File: config.mk
export PLATFORM = sky130hd
export DESIGN_NAME = double_ended_queue
export DESIGN_NICKNAME = d
export VERILOG_FILES = /design/src/sv/deq_pkg.sv /design/src/sv/deq_ram.sv /design/src/sv/double_ended_queue.sv
export SDC_FILE = /design/constraint.sdc
export NUM_CORES = 1
export LEC_CHECK = 0
export ABC_AREA = 1
export ABC_CLOCK_PERIOD_IN_PS = 10850
export BUFFER_PORTS_ARGS = -buffer_cell sky130_fd_sc_hd__buf_4
export CELL_PAD_IN_SITES_DETAIL_PLACEMENT = 0
export CELL_PAD_IN_SITES_GLOBAL_PLACEMENT = 1
export CORE_MARGIN = 3
export CORE_UTILIZATION = 54
export DETAILED_ROUTE_END_ITERATION = 8
export PLACE_DENSITY_LB_ADDON = 0.15
export SYNTH_ARGS = -nofsm -noshare
export SYNTH_HDL_FRONTEND = slang
export SYNTH_SLANG_ARGS = --single-unit
export TNS_END_PERCENT = 10
File: constraint.sdc
create_clock -name clk -period 10.85 [get_ports clk]
set_clock_uncertainty 0.2 [all_clocks]
set_input_delay 0.5425 -clock clk [delete_from_list [all_inputs] [get_ports clk]]
set_output_delay 0.5425 -clock clk [all_outputs]
set_load 0.02 [all_outputs]
File: src/sv/deq_pkg.sv
// Shared types and constants of the double-ended queue.
package deq_pkg;

	localparam int unsigned DEQ_DEPTH      = 16;
	localparam int unsigned DEQ_DATA_WIDTH = 32;

	typedef enum logic [2:0] {
		KIND_PUSH   = 3'd0,
		KIND_INSERT = 3'd1,
		KIND_POP    = 3'd2,
		KIND_REMOVE = 3'd3,
		KIND_SIZE   = 3'd4
	} kind_t;

	typedef enum logic [1:0] {
		ST_DONE  = 2'd0,
		ST_FULL  = 2'd1,
		ST_EMPTY = 2'd2
	} status_t;

	typedef struct packed {
		logic [2:0]  kind;
		logic [31:0] data_in;
	} req_t;

	typedef struct packed {
		logic [31:0] data_out;
		logic [4:0]  occupancy;
		status_t     status;
	} rsp_t;

endpackage

File: src/sv/deq_ram.sv
// Slot store: one write port, one read port with registered read data.
module deq_ram #(
	parameter int unsigned DEPTH      = deq_pkg::DEQ_DEPTH,
	parameter int unsigned DATA_WIDTH = deq_pkg::DEQ_DATA_WIDTH,
	localparam int unsigned ADDR_W    = $clog2(DEPTH)
) (
	input  logic                  clk,
	input  logic                  we,
	input  logic [ADDR_W-1:0]     waddr,
	input  logic [DATA_WIDTH-1:0] wdata,
	input  logic                  re,
	input  logic [ADDR_W-1:0]     raddr,
	output logic [DATA_WIDTH-1:0] rdata
);

	logic [DATA_WIDTH-1:0] mem [DEPTH];

	always_ff @(posedge clk) begin
		if (we) begin
			mem[waddr] <= wdata;
		end
	end

	always_ff @(posedge clk) begin
		if (re) begin
			rdata <= mem[raddr];
		end
	end

endmodule

File: src/sv/double_ended_queue.sv
// Top level of the bounded double-ended queue.
//
// Requests arrive on req (kind, data_in) and are taken at a rising edge with
// start high and busy low. busy stays low: every request is taken in the
// cycle it is offered, so one request per cycle is sustained.
// Each request yields one result word on rsp, marked by done for exactly one
// cycle, in the cycle after the request is taken. The delay is set by the
// registered read port of the slot store, which a pop or remove reads at the
// edge that takes the request.
// A push or insert writes the slot store at the edge that takes it; pointers
// and count move at the same edge, so a following request sees them at once.
// A full queue refuses push and insert (status full), an empty one refuses
// pop and remove (status empty); refused requests change nothing.
// Reset empties the queue: pointers and count clear, done drops. The slot
// store is not cleared; only written slots are ever read.
// The receiver cannot stall: a result not taken in its cycle is lost.
module double_ended_queue #(
	parameter int unsigned DEPTH      = deq_pkg::DEQ_DEPTH,
	parameter int unsigned DATA_WIDTH = deq_pkg::DEQ_DATA_WIDTH
) (
	input  logic          clk,
	input  logic          arst_n,
	input  logic          start,
	output logic          busy,
	input  deq_pkg::req_t req,
	output logic          done,
	output deq_pkg::rsp_t rsp
);

	localparam int unsigned PTR_W = $clog2(DEPTH);
	localparam int unsigned CNT_W = $clog2(DEPTH + 1);
	localparam logic [PTR_W-1:0] LAST_SLOT = PTR_W'(DEPTH - 1);
	localparam logic [CNT_W-1:0] FULL_CNT  = CNT_W'(DEPTH);

	logic [PTR_W-1:0] top_q, bottom_q;
	logic [CNT_W-1:0] count_q;

	logic             accept;
	logic             full, empty;
	logic [PTR_W-1:0] top_next, top_prev, bottom_next, bottom_prev;

	logic             we, re;
	logic [PTR_W-1:0] waddr, raddr;
	logic [PTR_W-1:0] top_d, bottom_d;
	logic [CNT_W-1:0] count_d;
	deq_pkg::status_t status_d;

	logic [DATA_WIDTH-1:0] rdata;
	logic                  valid_s1;
	logic                  taken_s1;
	logic [CNT_W-1:0]      count_s1;
	deq_pkg::status_t      status_s1;

	assign busy   = 1'b0;
	assign accept = start && !busy;
	assign full   = count_q == FULL_CNT;
	assign empty  = count_q == '0;

	assign top_next    = (top_q == LAST_SLOT) ? '0 : top_q + 1'b1;
	assign top_prev    = (top_q == '0) ? LAST_SLOT : top_q - 1'b1;
	assign bottom_next = (bottom_q == LAST_SLOT) ? '0 : bottom_q + 1'b1;
	assign bottom_prev = (bottom_q == '0) ? LAST_SLOT : bottom_q - 1'b1;

	always_comb begin
		we       = 1'b0;
		re       = 1'b0;
		waddr    = top_q;
		raddr    = bottom_q;
		top_d    = top_q;
		bottom_d = bottom_q;
		count_d  = count_q;
		status_d = deq_pkg::ST_DONE;
		unique case (req.kind)
			deq_pkg::KIND_PUSH: begin
				if (full) begin
					status_d = deq_pkg::ST_FULL;
				end else begin
					we      = accept;
					waddr   = top_q;
					top_d   = top_next;
					count_d = count_q + 1'b1;
				end
			end
			deq_pkg::KIND_INSERT: begin
				if (full) begin
					status_d = deq_pkg::ST_FULL;
				end else begin
					we       = accept;
					waddr    = bottom_prev;
					bottom_d = bottom_prev;
					count_d  = count_q + 1'b1;
				end
			end
			deq_pkg::KIND_POP: begin
				if (empty) begin
					status_d = deq_pkg::ST_EMPTY;
				end else begin
					re      = accept;
					raddr   = top_prev;
					top_d   = top_prev;
					count_d = count_q - 1'b1;
				end
			end
			deq_pkg::KIND_REMOVE: begin
				if (empty) begin
					status_d = deq_pkg::ST_EMPTY;
				end else begin
					re       = accept;
					raddr    = bottom_q;
					bottom_d = bottom_next;
					count_d  = count_q - 1'b1;
				end
			end
			default: begin
				// size query and unused codes: report only
			end
		endcase
	end

	deq_ram #(
		.DEPTH      (DEPTH),
		.DATA_WIDTH (DATA_WIDTH)
	) u_ram (
		.clk   (clk),
		.we    (we),
		.waddr (waddr),
		.wdata (DATA_WIDTH'(req.data_in)),
		.re    (re),
		.raddr (raddr),
		.rdata (rdata)
	);

	always_ff @(posedge clk or negedge arst_n) begin
		if (!arst_n) begin
			top_q    <= '0;
			bottom_q <= '0;
			count_q  <= '0;
			valid_s1 <= 1'b0;
		end else begin
			valid_s1 <= accept;
			if (accept) begin
				top_q    <= top_d;
				bottom_q <= bottom_d;
				count_q  <= count_d;
			end
		end
	end

	// Hold the result fields beside the read data of the slot store.
	always_ff @(posedge clk) begin
		if (accept) begin
			taken_s1  <= re;
			count_s1  <= count_d;
			status_s1 <= status_d;
		end
	end

	assign done          = valid_s1;
	assign rsp.data_out  = taken_s1 ? 32'(rdata) : '0;
	assign rsp.occupancy = 5'(count_s1);
	assign rsp.status    = status_s1;

`ifndef SYNTHESIS
	a_count_bound: assert property (@(posedge clk) disable iff (!arst_n)
		count_q <= FULL_CNT)
		else $error("stored count exceeds depth");

	a_ring_consistent: assert property (@(posedge clk) disable iff (!arst_n)
		((PTR_W + 1)'(bottom_q) + (PTR_W + 1)'(count_q) >= (PTR_W + 1)'(DEPTH))
			? (top_q == PTR_W'((PTR_W + 1)'(bottom_q) + (PTR_W + 1)'(count_q)
				- (PTR_W + 1)'(DEPTH)))
			: (top_q == PTR_W'((PTR_W + 1)'(bottom_q) + (PTR_W + 1)'(count_q))))
		else $error("top, bottom and count disagree");

	a_one_result: assert property (@(posedge clk) disable iff (!arst_n)
		accept |=> done)
		else $error("request taken without a result");

	a_no_spurious: assert property (@(posedge clk) disable iff (!arst_n)
		!accept |=> !done)
		else $error("result without a request");

	a_refused_clean: assert property (@(posedge clk) disable iff (!arst_n)
		(done && (rsp.status == deq_pkg::ST_FULL || rsp.status == deq_pkg::ST_EMPTY))
			|-> (rsp.data_out == '0 && $stable(count_q)))
		else $error("refused request moved state or returned a word");
`endif

endmodule

==> reports/metrics.cfg <==
[outcome]
status = finished clean

[hold_path]
holdPathStages = 1
min_path_type = in2reg

[sta]
clock.fmax_mhz = 205
hold_violations = 0
holdWs_ns = 0.0302
tns_ns = 0
slew_violations = 0
finalSetupViolations = 0
relSlewSlack = 0.171
rsz0062_at_grt = false
timing.final.crit_period_ns = 4.87
tightest_slew_ns = 1.24
min_period_over_period = 0.449

[route]
wl_per_cell_um = 21.2
wl_met3_um = 4450
drtAntennaViolNets = 0
met1Wirelength_um = 26200
dr.max_layer_used = met5
dr.pass1.iters = 5
via_count = 16400
drtIter0Drc = 1943
viasPerCell = 5.62
wl_um = 61700
wl_met2_um = 29100
drc = 0

[cts]
cts_tree = yes
clockBufferDepth = 3
clkTransAtPathRegs_ns = 0.06
insertion_delay_ns = 0.62
postCtsSetupBuffers = 0
clock-sinks = 566
cts_buffers = 56
ctsResizeCount = 0
cts_root_buffer = clkbuf_16
htree_levels = 2

[grt]
grt_first_pass_wirelength_um = 93700
grt_remaining_overflow = 0
grt_antenna_before_repair = 4
grt_usage = 0.258
grt_pass1_vias = 15900
grt_max_degree = 195

[cells_and_area]
fin_cells = 2910
final_nets = 2311
layout-drive-gt1-share = 0.0985
nFillCells = 3599
syn2layout_area_growth_pct = 11.7

[worst_setup_path]
critPathRequiredTime_ns = 11.00
start_kind = flip-flop
critical_path_class = reg2reg
cp.arrival_ns = 5.03
r2r_cells = 12
path_max_fanout = 165
crit_path_end_kind = flip-flop

[logic_synthesis]
ys_ff_latch = 566
synth_warnings = 0
synth.avg_cell_area_sq_um = 11.0
syn-instance-count = 2235
synth_edf_count = 552
synth-async-reset-ratio = 0.0247
ys_seq_area_frac = 0.687
syn_nets = 2279
netlist_area_sq_mm = 0.0246
ys_types = 32
ys.flop_type = edfxtp_1

[floorplanning]
core-area_sq_mm = 0.0446
dieArea_sq_mm = 0.0482
num_rows = 77
start_util = 0.552
die_y_um = 220
chipWidth_um = 220
io_pins = 79

[power_and_ir_drop]
vdd_ir_drop_max_uv = 325
leakagePower_nw = 11.0
power.density_mw_per_mm2 = 244

[run]
maxCapViolations = 0

[place]
port_buffers = 77
gp_congestion = 0.812
hpwl_um = 29600
place_inst = 2795

cell usage after synthesis (3+ instances only):
master / number / area [sq um]
nand2_1: 622 / 2330
edfxtp_1: 552 / 16600
nand3_1: 499 / 2500
inv_1: 218 / 818
buf_2: 104 / 521
nand3b_1: 96 / 721
nor2_1: 24 / 90.1
o21ai_0: 23 / 115
buf_4: 15 / 113
dfrtp_1: 14 / 350
clkbuf_1: 12 / 45.0
xor2_1: 7 / 61.3
ha_1: 6 / 75.1
inv_2: 6 / 22.5
buf_6: 4 / 45.0
o21ai_1: 4 / 20.0
buf_1: 3 / 11.3
nand2_4: 3 / 33.8
o221ai_1: 3 / 26.3
xnor2_1: 3 / 26.3
layer usage:
| layer | vias up | GRT usage |
|---|---|---|
| met5 | - | 0 |
| met4 | 2 | 0.0951 |
| met3 | 137 | 0.0403 |
| met2 | 620 | 0.418 |
| met1 | 7908 | 0.357 |
| li1 | 7690 | - |
area by class of cell:
class,count,area (sq um),area share
Antenna cell,4,10.0,0.000364
Clock buffer,64,1450,0.0528
Clock inverter,41,354,0.0129
Inverter,224,841,0.0306
Multi-Input combinational cell,1307,6310,0.229
Sequential cell,566,16900,0.615
Tap cell,592,741,0.0269
Timing Repair Buffer,112,868,0.0316
worst paths after layout:
path	to	slack, ns	from
max	u_ram.rdata[31]	5.98	top_q[0]
min	u_ram.mem[14][4]	0.03	req[4]
min reg2reg	count_q[4]	0.45	count_q[4]
min in group asynchronous	top_q[3]	0.11	arst_n
max reg2reg	u_ram.rdata[31]	5.98	top_q[0]
max in group asynchronous	bottom_q[3]	10.16	arst_n
report_power, final:
part | switching (W) | leakage (nW) | internal (W)
Combinational | 0.00156 | 4.92 | 0.000645
Clock | 0.000815 | 0.892 | 0.00110
Sequential | 0.0000501 | 5.16 | 0.00255
worst max-delay path, stage by stage, from the launching register on:
cell     delay [ns]
dfrtp_1        0.43
inv_1          0.13
ha_1           0.22
nand2_1        0.07
nand2_1        0.13
nand3_4        0.64
nand2_8        1.03
buf_4          0.92
nand2_1        0.12
nand3_1        0.13
nand3_1        0.11
nand3_1        0.11
nand2_1        0.07
repair_timing:
action,4_1_cts,5_1_grt
hold buffers,6,0
endpoints found under the hold margin,21,0
endpoints found under the setup margin,0,0
logic make-up (layout without fill, tap and decap cells):
group | after synthesis | after routing | share of synthesized area
other | 1 | 5 | 0.000152
adder cells (fa/ha/maj) | 6 | 6 | 0.00305
AO/OA/AOI/OAI | 35 | 35 | 0.00793
XOR/XNOR | 10 | 10 | 0.00356
buffers and inverters | 362 | 441 | 0.0640
AND/OR/NAND/NOR | 1255 | 1255 | 0.234
flip-flops | 566 | 566 | 0.687
sequential cells by signal (all words and copies together), names as in the netlist:
| name | flops |
|---|---|
| u_ram.rdata | 32 |
| top_q | 4 |
| u_ram.mem | 512 |
| bottom_q | 4 |
| count_s1 | 5 |
| taken_s1 | 1 |
| status_s1 | 2 |
| done | 1 |
| count_q | 5 |
stage by stage:
step	utilization	power, W	setup WS (ns)	cell area (sq um)
floorplan	-	0.00426	7.28	24600
global placement	0.575	0.00481	6.04	25600
detailed placement	0.575	0.00483	5.98	25600
CTS	0.616	0.00675	6.04	27500
global route	0.616	0.00710	5.63	27500
finish	0.617	0.00672	5.98	27500
cells in the final DEF, fill, tap and decap left out, drive strengths merged, types with 4 or more instances in the layout:
cell         instances
o21ai               28
nand3              501
diode                4
xor2                 7
nor2                26
dfrtp               14
nand2              626
buf                106
inv                226
edfxtp             552
clkinv              30
dlygate4sd3          6
ha                   6
bufinv               6
nand3b              96
clkbuf              64
Power figures use the tool's default switching activity.
